## config.mk

```make
export PLATFORM = sky130hd
export DESIGN_NAME = lru_page_slot_cache_unit
export DESIGN_NICKNAME = d
export VERILOG_FILES = /design/src/hw/rtl/lpsc_pkg.sv /design/src/hw/rtl/lru_page_slot_cache_unit.sv
export SDC_FILE = /design/constraint.sdc
export NUM_CORES = 1
export LEC_CHECK = 0
export ABC_CLOCK_PERIOD_IN_PS = 12400
export BUFFER_PORTS_ARGS = -buffer_cell sky130_fd_sc_hd__buf_2
export CAP_MARGIN = 0
export CORE_ASPECT_RATIO = 1.5
export CORE_MARGIN = 5
export CORE_UTILIZATION = 55
export DETAILED_ROUTE_END_ITERATION = 10
export PLACE_DENSITY = 0.82
export SYNTH_ARGS = -nofsm -noshare
export SYNTH_HDL_FRONTEND = slang
export SYNTH_SLANG_ARGS = --single-unit
```

## constraint.sdc

```tcl
create_clock -name clk -period 12.4 [get_ports clk]
set_input_delay 3.1 -clock clk [delete_from_list [all_inputs] [get_ports clk]]
set_output_delay 3.1 -clock clk [all_outputs]
set_load 0.05 [all_outputs]
```

## src/hw/rtl/lpsc_pkg.sv

```systemverilog
package lpsc_pkg;

  // default slot count of the cache
  localparam int SLOTS_DEF = 16;

  // fixed field widths
  localparam int PAGE_W  = 64;
  localparam int CFG_W   = 5;
  localparam int SLOT_OW = 4;

  // reset value of the slot limit register
  localparam logic [CFG_W-1:0] LIMIT_RST = 5'd16;

  // command codes
  localparam logic CMD_FIND   = 1'b0;
  localparam logic CMD_INSERT = 1'b1;

endpackage

```

## src/hw/rtl/lru_page_slot_cache_unit.sv

```systemverilog
// fully associative page tag store with least recently used replacement
//
// input channel (in_valid / in_ready) takes one word: command and page_number.
// a find returns the slot of a present page and makes it most recent; an
// insert of a missing page fills the lowest free slot while the fill is below
// the limit in cfg_wdata (written with cfg_we while idle), else it replaces
// the least recently used entry and reports the page it held.
// output channel (out_valid / out_ready) gives one word per input word.
//
// one compare unit and one rank port visit one slot per cycle: a lookup scan
// over every slot, a decision state, then a rank update sweep over every
// slot (skipped on a find miss), and a done state to hand the word over.
// in_ready is high only in the idle state, so a new word is taken only once
// the previous one has left the done state.
// the result sits in an output register, so a new word can be accepted while
// the previous result waits; a stalled receiver holds a finished result in
// the work registers until the output register frees up.
// reset empties the cache (all valid bits and the fill count cleared) and
// sets the limit to 16; page and rank memories need no clearing.
module lru_page_slot_cache_unit #(
  parameter int SLOTS = lpsc_pkg::SLOTS_DEF
) (
  input  logic                            clk,
  input  logic                            rst,
  // configuration
  input  logic                            cfg_we,
  input  logic [lpsc_pkg::CFG_W-1:0]      cfg_wdata,
  // input channel
  input  logic                            in_valid,
  output logic                            in_ready,
  input  logic                            command,
  input  logic [lpsc_pkg::PAGE_W-1:0]     page_number,
  // output channel
  output logic                            out_valid,
  input  logic                            out_ready,
  output logic                            hit,
  output logic [lpsc_pkg::SLOT_OW-1:0]    slot_index,
  output logic                            evicted,
  output logic [lpsc_pkg::PAGE_W-1:0]     evicted_page
);

  localparam int IW = (SLOTS > 1) ? $clog2(SLOTS) : 1;   // slot index width
  localparam int RW = IW;                                // rank width
  localparam int CW = $clog2(SLOTS + 1);                 // count width
  localparam int LW = (CW > lpsc_pkg::CFG_W) ? CW : lpsc_pkg::CFG_W;
  localparam int PW = lpsc_pkg::PAGE_W;

  localparam logic [2:0] S_IDLE = 3'd0;
  localparam logic [2:0] S_SCAN = 3'd1;
  localparam logic [2:0] S_DEC  = 3'd2;
  localparam logic [2:0] S_UPD  = 3'd3;
  localparam logic [2:0] S_DONE = 3'd4;

  localparam logic [CW-1:0] SLOTS_CNT = CW'(SLOTS);

  logic [2:0]              state;
  logic [lpsc_pkg::CFG_W-1:0] slots_in_use;

  // request registers
  logic                    cmd;
  logic [PW-1:0]           page;

  // cache state
  logic [SLOTS-1:0]        entry_valid;
  logic [CW-1:0]           filled_count;
  logic [PW-1:0]           page_mem [SLOTS];
  logic [RW-1:0]           rank_mem [SLOTS];

  // slot sweep
  logic [CW-1:0]           rd_idx;
  logic                    pipe_vld;
  logic [IW-1:0]           pipe_idx;
  logic [PW-1:0]           rd_page;
  logic [RW-1:0]           rd_rank;

  // scan trackers
  logic                    hit_found;
  logic [IW-1:0]           hit_idx;
  logic [RW-1:0]           hit_rank;
  logic                    free_found;
  logic [IW-1:0]           free_idx;
  logic                    best_found;
  logic [IW-1:0]           best_idx;
  logic [RW-1:0]           best_rank;
  logic [PW-1:0]           best_page;

  // update target
  logic [IW-1:0]           upd_slot;
  logic [RW-1:0]           upd_rank;

  // work result
  logic                    res_hit;
  logic [IW-1:0]           res_slot;
  logic                    res_evicted;
  logic [PW-1:0]           res_evpage;

  // memory ports
  logic                    page_we;
  logic [IW-1:0]           page_waddr;
  logic                    rank_we;
  logic [IW-1:0]           rank_waddr;
  logic [RW-1:0]           rank_wdata;
  logic [IW-1:0]           rd_addr;

  // effective limit and fill compare
  logic [LW-1:0]           cfg_ext;
  logic [LW-1:0]           slots_ext;
  logic [LW-1:0]           limit;
  logic                    has_room;
  logic                    pipe_entry_valid;
  logic                    sweeping;
  logic                    out_load;
  logic [IW+lpsc_pkg::SLOT_OW-1:0] slot_ext;

  assign in_ready = (state == S_IDLE);
  assign sweeping = ((state == S_SCAN) || (state == S_UPD)) && (rd_idx != SLOTS_CNT);
  assign rd_addr  = rd_idx[IW-1:0];
  assign pipe_entry_valid = entry_valid[pipe_idx];

  // a limit of zero acts as one, above SLOTS as SLOTS
  always_comb begin
    cfg_ext   = LW'(slots_in_use);
    slots_ext = LW'(SLOTS);
    if (cfg_ext == '0) begin
      limit = LW'(1);
    end else if (cfg_ext > slots_ext) begin
      limit = slots_ext;
    end else begin
      limit = cfg_ext;
    end
    has_room = LW'(filled_count) < limit;
  end

  // page memory write at the decision of an insert that misses
  always_comb begin
    page_we    = 1'b0;
    page_waddr = best_idx;
    if ((state == S_DEC) && !hit_found && (cmd == lpsc_pkg::CMD_INSERT)) begin
      page_we    = 1'b1;
      page_waddr = has_room ? free_idx : best_idx;
    end
  end

  // rank sweep: target slot becomes most recent, more recent valid ones age
  always_comb begin
    rank_we    = 1'b0;
    rank_waddr = pipe_idx;
    rank_wdata = rd_rank;
    if ((state == S_UPD) && pipe_vld) begin
      if (pipe_idx == upd_slot) begin
        rank_we    = 1'b1;
        rank_wdata = '0;
      end else if (pipe_entry_valid && (rd_rank < upd_rank)) begin
        rank_we    = 1'b1;
        rank_wdata = RW'(rd_rank + 1'b1);
      end
    end
  end

  always_ff @(posedge clk) begin
    if (page_we) begin
      page_mem[page_waddr] <= page;
    end
    if (rank_we) begin
      rank_mem[rank_waddr] <= rank_wdata;
    end
    rd_page <= page_mem[rd_addr];
    rd_rank <= rank_mem[rd_addr];
  end

  assign out_load = (state == S_DONE) && (!out_valid || out_ready);

  always_ff @(posedge clk) begin
    if (rst) begin
      state        <= S_IDLE;
      slots_in_use <= lpsc_pkg::LIMIT_RST;
      entry_valid  <= '0;
      filled_count <= '0;
      rd_idx       <= '0;
      pipe_vld     <= 1'b0;
      hit_found    <= 1'b0;
      free_found   <= 1'b0;
      best_found   <= 1'b0;
      out_valid    <= 1'b0;
    end else begin
      if (cfg_we) begin
        slots_in_use <= cfg_wdata;
      end

      pipe_vld <= sweeping;
      if (sweeping) begin
        pipe_idx <= rd_idx[IW-1:0];
        rd_idx   <= rd_idx + 1'b1;
      end

      if (out_load) begin
        out_valid <= 1'b1;
      end else if (out_ready) begin
        out_valid <= 1'b0;
      end

      unique case (state)
        S_IDLE: begin
          if (in_valid) begin
            cmd        <= command;
            page       <= page_number;
            rd_idx     <= '0;
            hit_found  <= 1'b0;
            free_found <= 1'b0;
            best_found <= 1'b0;
            state      <= S_SCAN;
          end
        end

        S_SCAN: begin
          if (pipe_vld) begin
            if (pipe_entry_valid) begin
              if (!hit_found && (rd_page == page)) begin
                hit_found <= 1'b1;
                hit_idx   <= pipe_idx;
                hit_rank  <= rd_rank;
              end
              if (!best_found || (rd_rank > best_rank)) begin
                best_found <= 1'b1;
                best_idx   <= pipe_idx;
                best_rank  <= rd_rank;
                best_page  <= rd_page;
              end
            end else if (!free_found) begin
              free_found <= 1'b1;
              free_idx   <= pipe_idx;
            end
          end
          if (rd_idx == SLOTS_CNT) begin
            state <= S_DEC;
          end
        end

        S_DEC: begin
          rd_idx      <= '0;
          res_hit     <= 1'b0;
          res_slot    <= '0;
          res_evicted <= 1'b0;
          res_evpage  <= '0;
          priority if (hit_found) begin
            res_hit  <= 1'b1;
            res_slot <= hit_idx;
            upd_slot <= hit_idx;
            upd_rank <= hit_rank;
            state    <= S_UPD;
          end else if (cmd == lpsc_pkg::CMD_FIND) begin
            state <= S_DONE;
          end else if (has_room) begin
            // every valid rank is below the fill, so all of them age
            entry_valid[free_idx] <= 1'b1;
            filled_count          <= filled_count + 1'b1;
            res_slot              <= free_idx;
            upd_slot              <= free_idx;
            upd_rank              <= filled_count[RW-1:0];
            state                 <= S_UPD;
          end else begin
            res_slot    <= best_idx;
            res_evicted <= 1'b1;
            res_evpage  <= best_page;
            upd_slot    <= best_idx;
            upd_rank    <= best_rank;
            state       <= S_UPD;
          end
        end

        S_UPD: begin
          if (rd_idx == SLOTS_CNT) begin
            state <= S_DONE;
          end
        end

        S_DONE: begin
          if (out_load) begin
            state <= S_IDLE;
          end
        end

        default: begin
          state <= S_IDLE;
        end
      endcase
    end
  end

  // output word register
  always_ff @(posedge clk) begin
    if (out_load) begin
      hit          <= res_hit;
      slot_ext     <= {{lpsc_pkg::SLOT_OW{1'b0}}, res_slot};
      evicted      <= res_evicted;
      evicted_page <= res_evpage;
    end
  end

  // low bits of the slot number
  assign slot_index = slot_ext[lpsc_pkg::SLOT_OW-1:0];

endmodule

```

Yosys cells after proc, flatten, opt, wreduce, memory -nomap -nowiden
Memory sizes are Yosys's and may differ from the RTL's. A register that Yosys moved wholly into a read port is not among the register bits.
Cells that the tools add are included.
{"block": "word_totals", "out_inout_bits": 72, "inputBits": 75, "word_cells": 149, "reg_bits": 340, "ram_bits": 1088, "mem_count": 2}
{"name": "page_mem", "words": 16, "width": 64, "rd": 1, "rd_ports_with_merged_regs": 1, "write_ports": 1, "line_no": "lru_page_slot_cache_unit.sv:66", "text": "logic [PW-1:0] page_mem [SLOTS];"}
{"name": "rank_mem", "words": 16, "width": 4, "rd": 1, "rd_ports_with_merged_regs": 1, "write_ports": 1, "line_no": "lru_page_slot_cache_unit.sv:67", "text": "logic [RW-1:0] rank_mem [SLOTS];"}
{"block": "classes", "n_reduce_logical": 33, "n_eq_ne": 17, "mux": 52, "n_addsub": 3, "n_lt_le_gt_ge": 7, "n_bitwise": 6}
{"operator": "$eq 64x64->1", "n": 1}
{"operator": "$mux 4", "n": 12}
{"operator": "$reduce_and 5->1", "n": 5}
{"operator": "$mux 1", "n": 23}
{"operator": "$mux 5", "n": 4}
{"operator": "$mux 3", "n": 6}
{"operator": "$or 16x16->16", "n": 1}
{"operator": "$pmux 3 s5", "n": 1}
{"operator": "$reduce_and 4->1", "n": 3}
{"operator": "$add 5x1->5 const B", "n": 2}
{"operator": "$lt 4x5->1 const B", "n": 2}
{"operator": "$ne 2x2->1 const B", "n": 5}
{"operator": "$pmux 5 s2", "n": 1}
{"operator": "$logic_and 1x1->1", "n": 8}
{"operator": "$ne 2x1->1 const B", "n": 4}
{"operator": "$eq 3x2->1 const B", "n": 2}
{"operator": "$pmux 1 s2", "n": 3}
{"operator": "$reduce_and 3->1", "n": 2}
{"operator": "$reduce_bool 2->1", "n": 3}
{"operator": "$eq 5x5->1 const B", "n": 1}
{"operator": "$gt 5x5->1 const B", "n": 1}
{"operator": "$logic_not 5->1", "n": 1}
{"operator": "$lt 5x5->1", "n": 1}
{"operator": "$ne 5x5->1 const B", "n": 1}
{"operator": "16 further kinds", "n": 25}

Longest topological paths before layout
{"block": "logic_depth", "depth_word": 8, "ltp_mapped": 12, "mapped_depth_nobuf": 9}

Worst setup path before layout
OpenSTA, ideal clock, no wires.
{"block": "synth_path", "kind": "reg2reg", "startpoint": "register slots_in_use, in the netlist cfg_ext[4]", "endpoint": "memory page_mem[8][0] (netlist bit), enable pin", "slack_ns": 3.442, "setup_time_ns": 0.661, "arrival_ns": 8.297, "t_required_ns": 11.739, "stages_incl_launch_ff": 11, "path_cell_list": "dfxtp_1 inv_1 nand2_1 ha_1 a21o_1 a21o_1 a21o_1 a21o_1 buf_2 buf_2 o41ai_1"}
{"block": "synth_between", "elab_chain_len": 6}
{"item": "from (decl)", "line_no": "lru_page_slot_cache_unit.sv:57", "text": "logic [lpsc_pkg::CFG_W-1:0] slots_in_use;"}
{"item": "from (signal assigned)", "line_no": "lru_page_slot_cache_unit.sv:176", "text": "slots_in_use <= lpsc_pkg::LIMIT_RST;"}
{"item": "from (signal assigned)", "line_no": "lru_page_slot_cache_unit.sv:187", "text": "slots_in_use <= cfg_wdata;"}
{"item": "$gt 5x5->1", "line_no": "lru_page_slot_cache_unit.sv:126", "text": "end else if (cfg_ext > slots_ext) begin"}
{"item": "$mux 5", "line_no": "lru_page_slot_cache_unit.sv:126"}
{"item": "$mux 5 (*)", "line_no": "lru_page_slot_cache_unit.sv:124", "text": "if (cfg_ext == '0) begin"}
{"item": "$lt 5x5->1 (*)", "line_no": "lru_page_slot_cache_unit.sv:131", "text": "has_room = LW'(filled_count) < limit;"}
{"item": "$mux 4 (*)", "line_no": "lru_page_slot_cache_unit.sv:140", "text": "page_waddr = has_room ? free_idx : best_idx;"}
{"item": "$mux 4 (*)", "line_no": "lru_page_slot_cache_unit.sv:138", "text": "if ((state == S_DEC) && !hit_found && (cmd == lpsc_pkg::CMD_INSERT)) begin"}
{"item": "to (decl)", "line_no": "lru_page_slot_cache_unit.sv:66"}
Every way passes the cells marked *; elsewhere a longest branch is shown, timed or not.

Worst setup path after layout
{"block": "layout_path", "startpoint": "register hit_found", "endpoint": "memory page_mem[13][22] (netlist bit), enable pin"}
{"block": "layout_between", "elab_chain_len": 6}
{"item": "from (decl)", "line_no": "lru_page_slot_cache_unit.sv:77", "text": "logic hit_found;"}
{"item": "from (signal assigned)", "line_no": "lru_page_slot_cache_unit.sv:181", "text": "hit_found <= 1'b0;"}
{"item": "from (signal assigned)", "line_no": "lru_page_slot_cache_unit.sv:208", "text": "hit_found <= 1'b0;"}
{"item": "from (signal assigned)", "line_no": "lru_page_slot_cache_unit.sv:219", "text": "hit_found <= 1'b1;"}
{"item": "$logic_not 1->1 (*)", "line_no": "lru_page_slot_cache_unit.sv:138"}
{"item": "$logic_and 1x1->1 (*) (2 in a row)", "line_no": "lru_page_slot_cache_unit.sv:138"}
{"item": "$mux 1", "line_no": "lru_page_slot_cache_unit.sv:138"}
{"item": "$mux 1", "line_no": "lru_page_slot_cache_unit.sv:161", "text": "if (page_we) begin"}
{"item": "$mux 1 (implied by the code)", "line_no": "lru_page_slot_cache_unit.sv:162", "text": "page_mem[page_waddr] <= page;"}
Marked as above.

==> summary.txt <==
Outcome: finished, final reports clean
Layout cells sized above 1: 0.286
CP endpoint kind: flop
Worst-Margin Slew: 1.31 ns
Critical Path RT: 12.75 ns
Wirelength per Cell: 33.5 um
Core ar.: 99900 sq um
Vias in the first global route: 28.0k
HPWL after DPL: 70.7 mm
Period utilization: 0.432
Number of flops mapped to enable cells by yosys: 1389
Max Cap Viol: 0
Initial Util: 0.554
Fin Setup TNS: 0 ns
Chip height: 398 um
Hold-fix buffers at CTS: 0
Mean Syn Cell Area: 22.6 sq um
Gr ovfl total: 0
Top_reg_cell synth: edfxtp_1
Clock buffer depth: 3
Footprint of the multi-input gates: 11000 sq um
Post-Place Cells: 3817
Root Driver: clkbuf_16
WP data arrival: 5.71 ns
Vias/cell: 6.62
Placed cell area: 57700 sq um
Pwr dens: 168 nW/um^2
Sequential cell area: 43900 sq um
Top-area cell type share of the netlist area: 0.755
Sequential area share after synthesis: 0.793
Crit Path Max Fanout: 42
Clk sinks: 1496
Die area: 107000 sq um
CTS tree: done
Area leader, netlist: edfxtp_1
Die Width: 269 um
Post_cts resized: 0
Crit path kind: reg -> reg
Antenna violations before repair: 3
Total wire length: 136 mm
Final min period: 5.36 ns
Async S/R FF share, synth: 0
DRC Markers: 0
Number of buffers created by CTS: 121
Area growth syn-to-layout: 12.3%
Setup Fix Bufs, Post-CTS: 0
Fmax: 187 MHz
Placer congestion estimate: 0.882
Global-route wire length before repair: 196 mm
Commonest non-fill, non-tap cells in the layout: edfxtp_1 (1389), mux4_2 (345), buf_2 (146)
Post-Syn Area: 55300 sq um
Filler cells: 6235
Final Max Tran Viols: 0
Fin area: 62000 sq um
Cells after synthesis: 2446
Slew headroom: 0.127
# setup viols final: 0
Reg clk slew, reported paths: 0.07 ns
Final Hold Vio Count: 0
Total iterations of the first detailed-routing run: 6
Finished Core Util: 0.621
Clk_skew: 0.0254 ns
Worst Hold Margin: 0.415 ns
Worst skew pair latency: 0.74 ns
CTS HTree Levels: 3
Global-route usage over all layers: 0.256
VDD IR max: 0.121 mV
Commonest non-fill, non-tap cell in the layout: edfxtp_1
Drt first-iter violations: 3762
FF+latch count, synth: 1496
Distinct cells, synth: 58
Port bufs: 146
Nature of the critical path startpoint: flop
Hold Crit Class: reg -> reg
# IOs: 147
Vias: 26.8k
Largest net degree at the start of global routing: 121
Layout Nets: 2734
Area contributors post-synth: edfxtp_1 (75%), mux4_2 (14%), dfxtp_1 (3.9%)
Post-route antenna net violation count: 0
LEAKAGE: 19.6 nW
Synth warn: 0
RSZ-0062 raised after global routing: no
# rows: 142
Syn_nets: 2536
Non-filler instance count after layout: 4049
-- per-layer routing --
metal  part of all wire  GRT usage  vias up
li1                   -          -    10500
met1               0.33      0.327    13800
met2               0.51      0.430     2076
met3              0.099     0.0441      382
met4              0.055      0.124        0
met5                  0          0        -
-- critical path, stage by stage (launching register included) --
cell	delay [ns]
dfxtp_1	0.56
nand2b_1	0.31
or3_1	0.55
a2111oi_4	0.46
or2_1	0.74
a2bb2oi_1	0.47
a21oi_4	0.99
buf_4	0.84
-- logic make-up (layout without fill, tap and decap cells) --
group | Yosys count | after routing | share of synthesized area
xor+xnor | 50 | 50 | 0.00792
mux | 368 | 368 | 0.145
other cells | 0 | 1 | 0
fa+ha+maj | 15 | 15 | 0.00340
flops | 1496 | 1496 | 0.793
compound gates | 105 | 105 | 0.0133
simple gates | 258 | 258 | 0.0250
buf+inv | 154 | 460 | 0.0120
-- registers in the layout, summed over array words and instances, names as in the netlist, 5 cells and up --
signal / cells
entry_valid: 16
res_evpage: 64
best_page: 64
page_mem: 1024
rd_idx: 5
page: 64
rd_page: 64
evicted_page: 64
cfg_ext: 5
filled_count: 5
rank_mem: 64
-- final timing paths --
kind                                     start                to  slack [ns]  cells past startpoint
worst min-delay path            res_evpage[29]  evicted_page[29]        0.42                      0
worst min register to register  res_evpage[29]  evicted_page[29]        0.42                      0
worst max-delay path                 hit_found  page_mem[13][22]        7.04                      7
worst max register to register       hit_found  page_mem[13][22]        7.04                      7
-- per-stage QoR --
step | total power, mW | setup WS (ns)
finish | 10.4 | 7.04
global placement | 6.31 | 6.41
CTS | 10.5 | 7.11
floorplan | 6.16 | 3.44
global route | 10.7 | 6.86
detailed placement | 6.34 | 6.34
-- where the power goes --
part	leakage, nW	internal, mW	switching, mW
Sequential	13.4	5.60	0.122
Combinational	4.08	0.230	0.291
Clock	2.13	2.36	1.81
-- cell type report --
cell class,instances,share of cell area
flip-flops and latches,1496,0.707
repair buffers,188,0.0171
diodes,1,0.0000403
multi-input cells,796,0.177
well taps,1296,0.0261
clock buffers,150,0.0537
clock inverters,81,0.0167
inverters,41,0.00248
-- Yosys cell counts, types with 6 or more instances --
| library cell | instances |
|---|---|
| edfxtp_1 | 1389 |
| mux4_2 | 345 |
| dfxtp_1 | 107 |
| clkbuf_1 | 70 |
| and3_1 | 69 |
| nor2_1 | 61 |
| inv_1 | 41 |
| xor2_1 | 40 |
| buf_2 | 29 |
| nand2_1 | 28 |
| nor2b_1 | 20 |
| mux2i_1 | 17 |
| o21ai_0 | 17 |
| a21oi_1 | 16 |
| ha_1 | 15 |
| a31oi_1 | 14 |
| nor4_1 | 14 |
| nand3_1 | 13 |
| nor3_1 | 13 |
| nand2b_1 | 11 |
| nand4_1 | 10 |
| xnor2_1 | 10 |
| o22ai_1 | 9 |
| buf_1 | 8 |
| o31ai_1 | 8 |
| a22o_1 | 7 |
| a2111oi_0 | 6 |
| a21o_1 | 6 |
| mux2_2 | 6 |
No activity file was read; power rests on OpenSTA's default activity.
